[src/hw/rtl/htwsd_pkg.sv]
// Shared types and constants for the Huffman tree-walk sample decoder.
// Used by every RTL file of the decoder and by its port checker.
`default_nettype none

package htwsd_pkg;

  // Sizing
  localparam int SAMPLE_BITS  = 8;
  localparam int MAX_CHANNELS = 4;
  localparam int TREE_NODES   = 256;
  localparam int WORD_BITS    = 32;

  localparam int CH_W      = $clog2(MAX_CHANNELS);
  localparam int NODE_W    = $clog2(TREE_NODES);
  localparam int ADDR_W    = CH_W + NODE_W;
  localparam int CNT_W     = $clog2(WORD_BITS);
  localparam int CHILD_W   = 16;
  localparam int ENTRY_W   = 2 * CHILD_W;
  localparam int ROOT_W    = 8;
  localparam int ROW_W     = 16;
  localparam int NCH_W     = 3;
  localparam int CH_FIELD_W = 2;

  // Input word layout (tdata), lowest bits first
  localparam int IN_TCH_LO   = 0;
  localparam int IN_NODE_LO  = IN_TCH_LO + 2;
  localparam int IN_LEFT_LO  = IN_NODE_LO + 8;
  localparam int IN_RIGHT_LO = IN_LEFT_LO + CHILD_W;
  localparam int IN_CODE_LO  = IN_RIGHT_LO + CHILD_W;
  localparam int IN_BITS     = IN_CODE_LO + 32;
  localparam int IN_DATA_W   = ((IN_BITS + 7) / 8) * 8;

  // Output word layout (tdata): sample value then channel
  localparam int OUT_BITS   = SAMPLE_BITS + CH_FIELD_W;
  localparam int OUT_DATA_W = ((OUT_BITS + 7) / 8) * 8;

  // Register port
  localparam int CFG_AW = 5;
  localparam int CFG_DW = 32;

  // Register indexes
  localparam logic [2:0] REG_CHANNELS    = 3'd0;
  localparam logic [2:0] REG_ROW_SAMPLES = 3'd1;
  localparam logic [2:0] REG_ROOT_CH0    = 3'd2;
  localparam logic [2:0] REG_ROOT_CH1    = 3'd3;
  localparam logic [2:0] REG_ROOT_CH2    = 3'd4;
  localparam logic [2:0] REG_ROOT_CH3    = 3'd5;

  // Reset values
  localparam logic [NCH_W-1:0] CHANNELS_RST = 3'd1;
  localparam logic [ROW_W-1:0] ROW_RST      = 16'd640;

  // Input word kinds (tuser)
  localparam logic [1:0] FUNC_LOAD   = 2'd0;
  localparam logic [1:0] FUNC_DECODE = 2'd1;
  localparam logic [1:0] FUNC_START  = 2'd2;

  typedef enum logic [1:0] {
    ST_IDLE,
    ST_FETCH,
    ST_WALK,
    ST_FLUSH
  } walk_state_t;

  typedef struct packed {
    logic [NCH_W-1:0]                   channels;
    logic [ROW_W-1:0]                   row_samples;
    logic [MAX_CHANNELS-1:0][ROOT_W-1:0] root;
  } cfg_t;

  typedef struct packed {
    logic [SAMPLE_BITS-1:0] value;
    logic [CH_FIELD_W-1:0]  channel;
    logic                   row_end;
  } sample_t;

  // Walker to output stage
  typedef struct packed {
    logic push;
    logic flush;
  } out_ctl_t;

endpackage

`default_nettype wire

[src/hw/rtl/htwsd_out_stage.sv]
// Holding register and output register of the result channel; the holding
// register delays each sample until it is known whether it ends the word.
// Depends on htwsd_pkg.
`default_nettype none

module htwsd_out_stage (
  input  wire logic                            clk,
  input  wire logic                            rst_n,
  input  wire htwsd_pkg::out_ctl_t             ctl,
  input  wire htwsd_pkg::sample_t              smp,
  output logic                                 room,
  output logic                                 out_tvalid,
  input  wire logic                            out_tready,
  output logic [htwsd_pkg::OUT_DATA_W-1:0]     out_tdata,
  output logic [0:0]                           out_tuser,
  output logic                                 out_tlast
);
  import htwsd_pkg::*;

  sample_t pend_r;
  logic    pend_v_r;
  sample_t out_r;
  logic    out_v_r;
  logic    out_last_r;
  logic    out_free;
  logic    move;

  assign out_free = !out_v_r || out_tready;
  assign room     = !pend_v_r || out_free;
  assign move     = pend_v_r && out_free && (ctl.push || ctl.flush);

  // valid flags
  always_ff @(posedge clk) begin
    if (!rst_n) begin
      pend_v_r <= 1'b0;
      out_v_r  <= 1'b0;
    end else begin
      if (ctl.push) begin
        pend_v_r <= 1'b1;
      end else if (move) begin
        pend_v_r <= 1'b0;
      end
      if (move) begin
        out_v_r <= 1'b1;
      end else if (out_tready) begin
        out_v_r <= 1'b0;
      end
    end
  end

  // payload
  always_ff @(posedge clk) begin
    if (ctl.push) begin
      pend_r <= smp;
    end
    if (move) begin
      out_r      <= pend_r;
      out_last_r <= ctl.flush;
    end
  end

  assign out_tvalid = out_v_r;
  assign out_tdata  = OUT_DATA_W'({out_r.channel, out_r.value});
  assign out_tuser  = out_r.row_end;
  assign out_tlast  = out_last_r;

endmodule

`default_nettype wire

[config.mk]
export PLATFORM = sky130hd
export DESIGN_NAME = htwsd_out_stage
export DESIGN_NICKNAME = d
export VERILOG_FILES = /design/src/hw/rtl/htwsd_pkg.sv /design/src/hw/rtl/htwsd_out_stage.sv
export SDC_FILE = /design/constraint.sdc
export NUM_CORES = 1
export LEC_CHECK = 0
export BUFFER_PORTS_ARGS = -buffer_cell sky130_fd_sc_hd__buf_2
export CAP_MARGIN = 25
export CORE_AREA = 2 2 47 49
export DETAILED_ROUTE_END_ITERATION = 7
export DIE_AREA = 0 0 49 51
export PLACE_DENSITY = 0.72
export REMOVE_ABC_BUFFERS = 1
export SYNTH_ARGS = -nofsm -noshare
export SYNTH_HDL_FRONTEND = slang
export SYNTH_SLANG_ARGS = --single-unit
export TNS_END_PERCENT = 100
[constraint.sdc]
create_clock -name clk -period 1.75 [get_ports clk]
set_input_delay 0.175 -clock clk [delete_from_list [all_inputs] [get_ports clk]]
set_output_delay 0.175 -clock clk [all_outputs]
set_load 0.03 [all_outputs]
==> reports/qor.csv <==
stage,metric,value,unit
status,outcome,finished clean,
cells_and_area,antenna_cells,0,
timing,drv_slew,0,
floorplanning,fp.dieH,51,µm
power,p_leak,0.000411,µW
cells_and_area,regArea,731,µm²
routing,drc,0,
cells_and_area,drive_gt1_frac,0.453,
cts,cts_made_buffers,3,
critical_path,slowest_delay,380,ps
synth,ys_ff_latch,25,
synth,ys_types,13,
cts,clock_latency,310,ps
cts,cts_root_buf,clkbuf_4,
place,port_buffers,29,
cts,htreeDepth,1,
critical_path,critPathRequiredTime,1570,ps
synth,syn-cell-area,827,µm²
global_routing,grt_pass1_wl,1520,µm
cts,cts.reportedPaths.clkPinSlew,120,ps
cells_and_area,syn_to_final_growth,23.6,%
synth,synth_warnings,0,
power,powerDensity,1020,nW/µm²
synth,ys_seq_area_frac,0.884,
critical_path,path_buf_inv,1,
routing,ant_nets,0,
synth,synthCells,41,
timing,fin_crit_sh,0.730,
place,hpwl,751,µm
critical_path,crit_fanout,3,
timing,setup_ws,473,ps
cells_and_area,multi_input_area,66.3,µm²
routing,dr_total_vias,422,
timing,finalCriticalPeriod,1280,ps
timing,finalSetupTns,0,ps
global_routing,grt_overflow,0,
cells_and_area,num-fill-cells,185,
timing,rsz0062_at_grt,false,
global_routing,grtUsageTotal,0.0901,
cts,hold_buffers,0,
global_routing,grt_pass1_vias,365,
critical_path,crit_chain,nor2b_1 > nand2_1 > buf_2,
timing,skew,3.49,ps
floorplanning,ioPinCount,36,
floorplanning,die_area,2500,µm²
worst_hold_path,hold_path_class,in2reg,
floorplanning,initial_core_util,0.401,
routing,wire_per_inst,9.76,µm
cells_and_area,layout.nets,92,
place,dpl_worst_slack,622,ps
cts,cts_setup_buffers,0,
routing,drtIter0Drc,1,
floorplanning,row_count,17,
synth,avgSynthCellArea,20.2,µm²
floorplanning,fp.dieW,49,µm
cts,cts_sinks,25,
critical_path,critPathTopFamily,flip-flops,
cts,postCtsResizedCells,0,
place,gp_congestion,0.721,
critical_path,crit_path_start_kind,register,
global_routing,grt_max_degree,14,
timing,hold_viol_final,0,
cts,cts_tree,done,
timing,max_clock_freq,783,MHz
timing,setup_violations,0,
critical_path,critPathArrivalTime,1100,ps
floorplanning,core-area,2060,µm²
critical_path,crit_type,reg2out,
critical_path,endpoint_kind,primary output,
routing,routed_wl,1010,µm
routing,dr.pass1.iters,4,
job,maxCapViolCount,0,
global_routing,antenna_found_initial,0,
critical_path,slowest_stage,dfxtp_1,
routing,routed_via_density,4.10,
cts,cts.path.max_buffers,2,
power,irDropWorstVdd,0.557,mV
[sequential cells by signal (all words and copies together), names as in the netlist]
register	cells
out_tuser	1
out_tlast	1
out_tvalid	1
out_tdata	10
pend_v_r	1
pend_r	11
[cell usage after synthesis]
cell type	number	area share
nor2b_1	1	0.0076
nor2_1	1	0.0045
a21boi_0	1	0.0091
nand2_1	1	0.0045
dfxtp_1	2	0.048
o21ai_1	1	0.0060
edfxtp_1	23	0.84
buf_4	6	0.054
a31oi_1	1	0.0076
inv_1	1	0.0045
o21ai_0	1	0.0060
nand2b_1	1	0.0076
conb_1	1	0.0045
[per-stage QoR]
stage,power [µW],hold slack [ps],instances,area [µm²],util
5_1_grt,1080,10.4,103,1020,0.495
2_1_floorplan,776,274,40,801,-
3_3_place_gp,816,351,99,996,0.483
3_5_place_dp,819,353,99,996,0.483
6_report,1040,31.6,103,1020,0.495
4_1_cts,1050,22.0,103,1020,0.495
[final timing paths]
path                           start                endpoint  slack (ps)  cells past startpoint
max          out_tvalid$_SDFFE_PN0P_                    room         470                      3
min                           smp[3]     pend_r[3]$_DFFE_PP_          30                      1
max reg2reg  out_tvalid$_SDFFE_PN0P_  out_tdata[9]$_DFFE_PP_         590                      3
min reg2reg      pend_r[0]$_DFFE_PP_     out_tuser$_DFFE_PP_         430                      0
[cell usage in the layout, fill, tap and decap left out, types with 2 or more instances in the layout]
cell,count
conb_1,6
buf_4,2
clkbuf_4,3
dfxtp_1,2
edfxtp_1,23
buf_2,29
[layout make-up]
cell class                 count  area share
clock buffer                   4      0.0257
tap                           28      0.0343
sequential                    25       0.715
multi-input combinational     14      0.0649
inverter                       1     0.00367
timing repair buffer          31       0.157
[logic make-up (layout without fill, tap and decap cells)]
logic type | Yosys count | count (layout) | synth area share
DFF | 25 | 25 | 0.884
buffers and inverters | 7 | 36 | 0.0590
AOI/OAI and AO/OA | 4 | 4 | 0.0287
and+or+nand+nor | 4 | 4 | 0.0242
other | 1 | 6 | 0.00453
[where the power goes]
part | internal (µW) | switching, µW | total [µW]
Clock | 89.0 | 148 | 237
Sequential | 696 | 8.78 | 705
Combinational | 27.9 | 71.4 | 99.3
[layer usage]
| layer | share of wire | track usage |
|---|---|---|
| met1 | 0.37 | 0.0922 |
| met2 | 0.48 | 0.132 |
| met3 | 0.12 | 0.0468 |
| met4 | 0.029 | 0.0857 |
| met5 | 0 | 0 |
No activity file was read; power rests on OpenSTA's default activity.
