$ cat src/hw/rtl/htwsd_pkg.sv
// Shared types and constants for the Huffman tree-walk sample decoder.
// Used by every RTL file of the decoder and by its port checker.
`default_nettype none

package htwsd_pkg;

  // Sizing
  localparam int SAMPLE_BITS  = 8;
  localparam int MAX_CHANNELS = 4;
  localparam int TREE_NODES   = 256;
  localparam int WORD_BITS    = 32;

  localparam int CH_W      = $clog2(MAX_CHANNELS);
  localparam int NODE_W    = $clog2(TREE_NODES);
  localparam int ADDR_W    = CH_W + NODE_W;
  localparam int CNT_W     = $clog2(WORD_BITS);
  localparam int CHILD_W   = 16;
  localparam int ENTRY_W   = 2 * CHILD_W;
  localparam int ROOT_W    = 8;
  localparam int ROW_W     = 16;
  localparam int NCH_W     = 3;
  localparam int CH_FIELD_W = 2;

  // Input word layout (tdata), lowest bits first
  localparam int IN_TCH_LO   = 0;
  localparam int IN_NODE_LO  = IN_TCH_LO + 2;
  localparam int IN_LEFT_LO  = IN_NODE_LO + 8;
  localparam int IN_RIGHT_LO = IN_LEFT_LO + CHILD_W;
  localparam int IN_CODE_LO  = IN_RIGHT_LO + CHILD_W;
  localparam int IN_BITS     = IN_CODE_LO + 32;
  localparam int IN_DATA_W   = ((IN_BITS + 7) / 8) * 8;

  // Output word layout (tdata): sample value then channel
  localparam int OUT_BITS   = SAMPLE_BITS + CH_FIELD_W;
  localparam int OUT_DATA_W = ((OUT_BITS + 7) / 8) * 8;

  // Register port
  localparam int CFG_AW = 5;
  localparam int CFG_DW = 32;

  // Register indexes
  localparam logic [2:0] REG_CHANNELS    = 3'd0;
  localparam logic [2:0] REG_ROW_SAMPLES = 3'd1;
  localparam logic [2:0] REG_ROOT_CH0    = 3'd2;
  localparam logic [2:0] REG_ROOT_CH1    = 3'd3;
  localparam logic [2:0] REG_ROOT_CH2    = 3'd4;
  localparam logic [2:0] REG_ROOT_CH3    = 3'd5;

  // Reset values
  localparam logic [NCH_W-1:0] CHANNELS_RST = 3'd1;
  localparam logic [ROW_W-1:0] ROW_RST      = 16'd640;

  // Input word kinds (tuser)
  localparam logic [1:0] FUNC_LOAD   = 2'd0;
  localparam logic [1:0] FUNC_DECODE = 2'd1;
  localparam logic [1:0] FUNC_START  = 2'd2;

  typedef enum logic [1:0] {
    ST_IDLE,
    ST_FETCH,
    ST_WALK,
    ST_FLUSH
  } walk_state_t;

  typedef struct packed {
    logic [NCH_W-1:0]                   channels;
    logic [ROW_W-1:0]                   row_samples;
    logic [MAX_CHANNELS-1:0][ROOT_W-1:0] root;
  } cfg_t;

  typedef struct packed {
    logic [SAMPLE_BITS-1:0] value;
    logic [CH_FIELD_W-1:0]  channel;
    logic                   row_end;
  } sample_t;

  // Walker to output stage
  typedef struct packed {
    logic push;
    logic flush;
  } out_ctl_t;

endpackage

`default_nettype wire

$ cat src/hw/rtl/htwsd_cfg_regs.sv
// Register block of the decoder: channel count, row length, tree roots.
// Depends on htwsd_pkg.
`default_nettype none

module htwsd_cfg_regs (
  input  wire logic                        clk,
  input  wire logic                        rst_n,
  input  wire logic                        cfg_psel,
  input  wire logic                        cfg_penable,
  input  wire logic                        cfg_pwrite,
  input  wire logic [htwsd_pkg::CFG_AW-1:0] cfg_paddr,
  input  wire logic [htwsd_pkg::CFG_DW-1:0] cfg_pwdata,
  output logic      [htwsd_pkg::CFG_DW-1:0] cfg_prdata,
  output logic                             cfg_pready,
  output htwsd_pkg::cfg_t                  cfg
);
  import htwsd_pkg::*;

  logic [NCH_W-1:0]                    channels_r;
  logic [ROW_W-1:0]                    row_samples_r;
  logic [MAX_CHANNELS-1:0][ROOT_W-1:0] root_r;
  logic                                wr_en;
  logic [2:0]                          reg_idx;

  assign cfg_pready = 1'b1;
  assign reg_idx    = cfg_paddr[4:2];
  assign wr_en      = cfg_psel && cfg_penable && cfg_pwrite && cfg_pready;

  // register writes
  always_ff @(posedge clk) begin
    if (!rst_n) begin
      channels_r    <= CHANNELS_RST;
      row_samples_r <= ROW_RST;
      root_r        <= '0;
    end else if (wr_en) begin
      case (reg_idx)
        REG_CHANNELS:    channels_r    <= cfg_pwdata[NCH_W-1:0];
        REG_ROW_SAMPLES: row_samples_r <= cfg_pwdata[ROW_W-1:0];
        REG_ROOT_CH0:    root_r[0]     <= cfg_pwdata[ROOT_W-1:0];
        REG_ROOT_CH1:    root_r[1]     <= cfg_pwdata[ROOT_W-1:0];
        REG_ROOT_CH2:    root_r[2]     <= cfg_pwdata[ROOT_W-1:0];
        REG_ROOT_CH3:    root_r[3]     <= cfg_pwdata[ROOT_W-1:0];
        default: ;
      endcase
    end
  end

  // read back
  always_comb begin
    case (reg_idx)
      REG_CHANNELS:    cfg_prdata = CFG_DW'(channels_r);
      REG_ROW_SAMPLES: cfg_prdata = CFG_DW'(row_samples_r);
      REG_ROOT_CH0:    cfg_prdata = CFG_DW'(root_r[0]);
      REG_ROOT_CH1:    cfg_prdata = CFG_DW'(root_r[1]);
      REG_ROOT_CH2:    cfg_prdata = CFG_DW'(root_r[2]);
      REG_ROOT_CH3:    cfg_prdata = CFG_DW'(root_r[3]);
      default:         cfg_prdata = '0;
    endcase
  end

  assign cfg.channels    = channels_r;
  assign cfg.row_samples = row_samples_r;
  assign cfg.root        = root_r;

endmodule

`default_nettype wire

$ cat config.mk
export PLATFORM = sky130hd
export DESIGN_NAME = htwsd_cfg_regs
export DESIGN_NICKNAME = d
export VERILOG_FILES = /design/src/hw/rtl/htwsd_pkg.sv /design/src/hw/rtl/htwsd_cfg_regs.sv
export SDC_FILE = /design/constraint.sdc
export NUM_CORES = 1
export LEC_CHECK = 0
export BUFFER_PORTS_ARGS = -buffer_cell sky130_fd_sc_hd__buf_2
export CAP_MARGIN = 20
export CORE_MARGIN = 1
export CORE_UTILIZATION = 41
export DETAILED_ROUTE_END_ITERATION = 8
export PLACE_DENSITY = 0.74
export SYNTH_ARGS = -nofsm -noshare
export SYNTH_HDL_FRONTEND = slang
export SYNTH_SLANG_ARGS = --single-unit
$ cat constraint.sdc
create_clock -name clk -period 1.15 [get_ports clk]
set_input_delay 0.1725 -clock clk [delete_from_list [all_inputs] [get_ports clk]]
set_output_delay 0.1725 -clock clk [all_outputs]
set_load 0.005 [all_outputs]
==> flow_summary_export.csv <==
group,metric,value,unit
yosys,yosys.area_share.simple,18.8,%
yosys,synth.mux.area_fraction,26.1,%
grt,grt_pass1_vias,2145,
power,power_density,934,nW/µm²
yosys,ys_warn_count,0,
floorplanning,io_pins,126,
placed_design,dp_hpwl,4960,µm
cts,numCtsBuffers,5,
placed_design,place_ws,-0.300,ns
floorplanning,dieArea,6470,µm²
cells_and_area,drive_above_1_share,46.7,%
grt,grt_max_degree,36,
setup_path,cp_cell_sequence,"mux4_2 > inv_2 > o22ai_2 > buf_2",
run_status,violations,"negative setup slack",
cells_and_area,final_nets,437,
yosys,seq_area_frac_synth,40.5,%
sta,drv_slew,0,
cells_and_area,instances_no_fill,471,
drt,post_drt_wl_per_cell,14.2,µm
floorplanning,start_util,42.6,%
cts,clock-root-buffer,"clkbuf_8",
cts,cts_max_path_buffers,2,
yosys,yosysTopAreaCellShare,40.5,%
setup_path,cp.arrival,1.36,ns
yosys,yosysTopAreaCell,"dfxtp_1",
drt,viasPerCell,4.90,
yosys,synthArstFlopShare,0,%
sta,hold_violations,0,
placed_design,gp_congestion,0.783,
setup_path,endpoint_kind,"output port",
yosys,synth.distinct_cells,32,
floorplanning,die_w,80.5,µm
floorplanning,rows,28,
sta,fmax,0.654,GHz
sta,fin_hold_ws,0.0751,ns
yosys,synth.avg_cell_area,9.45,µm²
floorplanning,die_h,80.5,µm
power,p_leak,1.68,nW
power,ir_worst_vdd,613,µV
yosys,synth_xor_area_share,0,%
run_status,status,"finished, violations left",
setup_path,max_stage_delay,0.48,ns
sta,worst_slack,-0.380,ns
placed_design,numPortBuffers,90,
cells_and_area,fill_cells,521,
sta,grt_setup_unrepaired,"true",
drt,drcViolationCount,0,
yosys,postSynthCellCount,267,
yosys,synth_compound_area_share,5.95,%
grt,grtUsageTotal,21.4,%
setup_path,cp_max_fo,2,
yosys,netlist_top_cells_count,"65 x nand2_1, 58 x mux2i_1, 51 x dfxtp_1",
drt,firstDrtPassIters,4,
grt,antenna_found_initial,0,
setup_path,required,0.98,ns
cells_and_area,multi_input_area,1400,µm²
cts,worstSkewPairLatency,0.31,ns
drt,vias,2310,
cells_and_area,seqCellArea,1040,µm²
grt,gr-max-usage-layer,"met2",
yosys,synth_top_family_by_area,"multiplexers",
job,maxCapViolCount,0,
cts,hold_buffers,0,
cts,htree_levels,2,
sta,period_share,133,%
grt,grt_util_met1,25.5,%
grt,grt_pass1_wl,10500,µm
cts,clkTransAtPathRegs,0.10,ns
drt,ant_nets,0,
cts,cts_num_sinks,51,
sta,skew,0,ns
cells_and_area,design_area,3570,µm²
cells_and_area,syn2layout_area_growth,41.5,%
grt,grtUsageMet2,38.5,%
setup_path,cp-start-kind,"register",
setup_path,path_class,"reg2out",
sta,period_minus_slack,1.53,ns
yosys,synth-edff-count,0,
placed_design,placedCellCount,458,
worst_hold_path,min_path_type,"in2reg",
grt,grt_overflow,0,
yosys,synth_area,2520,µm²
placed_design,placed_area,3330,µm²
floorplanning,core,5920,µm²
yosys,synthAdderAreaFrac,0,%
cells_and_area,n_antenna_cell,0,
drt,drt-total-wl,6670,µm
yosys,yosysMostFrequentCell,"nand2_1",
yosys,synth_ff_type,"dfxtp_1",
grt,grt_use_met3,3.30,%
yosys,synthTopCellsByArea,"dfxtp_1 40%, mux2i_1 23%, nand2_1 9.7%",
setup_path,slowest_stage,"mux4_2",
sta,setup_violations,8,
cts,cts_tree,"done",
drt,drt_iter0_drc,77,
power,power,3.34,mW
yosys,yosys_register_bits,51,
==> layer usage <==
layer	share of wire (%)	wire [µm]
met5	0	0
met4	1.2	83
met2	51	3420
met1	43	2880
met3	4.2	279
==> placed cells by master, fill, tap and decap left out, types with 2 or more instances in the layout <==
| cell type | n |
|---|---|
| a221oi_2 | 3 |
| a22oi_2 | 3 |
| a2bb2oi_1 | 2 |
| and3_1 | 8 |
| buf_12 | 6 |
| buf_2 | 86 |
| buf_4 | 41 |
| buf_6 | 6 |
| clkbuf_8 | 7 |
| conb_1 | 17 |
| dfxtp_1 | 37 |
| dfxtp_2 | 14 |
| mux2_2 | 4 |
| mux2i_1 | 58 |
| nand2_1 | 65 |
| nor2_1 | 3 |
| nor2_2 | 3 |
| nor2_4 | 2 |
| nor2b_1 | 6 |
| o21a_1 | 3 |
| o221ai_1 | 2 |
| o22ai_1 | 2 |
==> metrics by stage <==
step                      utilization [%]  setup TNS [ns]
after CTS                            59.9           -2.21
final                                60.3           -2.15
after global routing                 60.3           -2.68
after floorplan                         -        -0.00355
after global placement               56.3           -9.57
after detailed placement             56.3          -11.07
==> repair_timing <==
action                     CTS  global route
setup endpoints to repair   16            17
resized for setup           27             7
pin swaps                    6             0
buffers inserted             4             2
cloned                       0             0
==> report_power, final <==
| part | switching (mW) | internal [mW] |
|---|---|---|
| logic | 0.211 | 0.180 |
| clock network | 0.610 | 0.549 |
| registers | 0.00970 | 1.78 |
==> cell type report <==
type	count	share of cell area (%)
inverters	2	0.210
multi-input cells	196	39.3
clock buffers	7	2.70
clock inverters	1	0.210
flip-flops and latches	51	29.1
repair buffers	139	25.9
well taps	75	2.63
==> worst max-delay path, delay by kind of cell, from the launching register on <==
family,cells,cell delay [ns]
compound gates,1,0.05
buf+inv,2,0.19
flops,1,0.33
mux,1,0.48
==> path summary, 6_finish.rpt <==
check                         from          endpoint  slack, ns  cells past startpoint
setup / recovery            cfg[9]     cfg_prdata[1]      -0.38                      4
setup reg to reg     channels_r[0]     channels_r[0]       0.34                      2
hold / removal       cfg_pwdata[0]     channels_r[0]       0.08                      2
hold reg to reg   row_samples_r[8]  row_samples_r[8]       0.47                      2
==> state kept, by name, summed over array words and instances, names as in the netlist <==
name           cells
cfg               32
row_samples_r     16
channels_r         3
==> logic make-up after synthesis <==
kind of cell / count (synthesis)
buffers and inverters: 35
multiplexers: 64
AO/OA/AOI/OAI: 19
AND/OR/NAND/NOR: 96
flip-flops: 51
other: 2
Note: power is estimated with default switching activity, not from simulation.
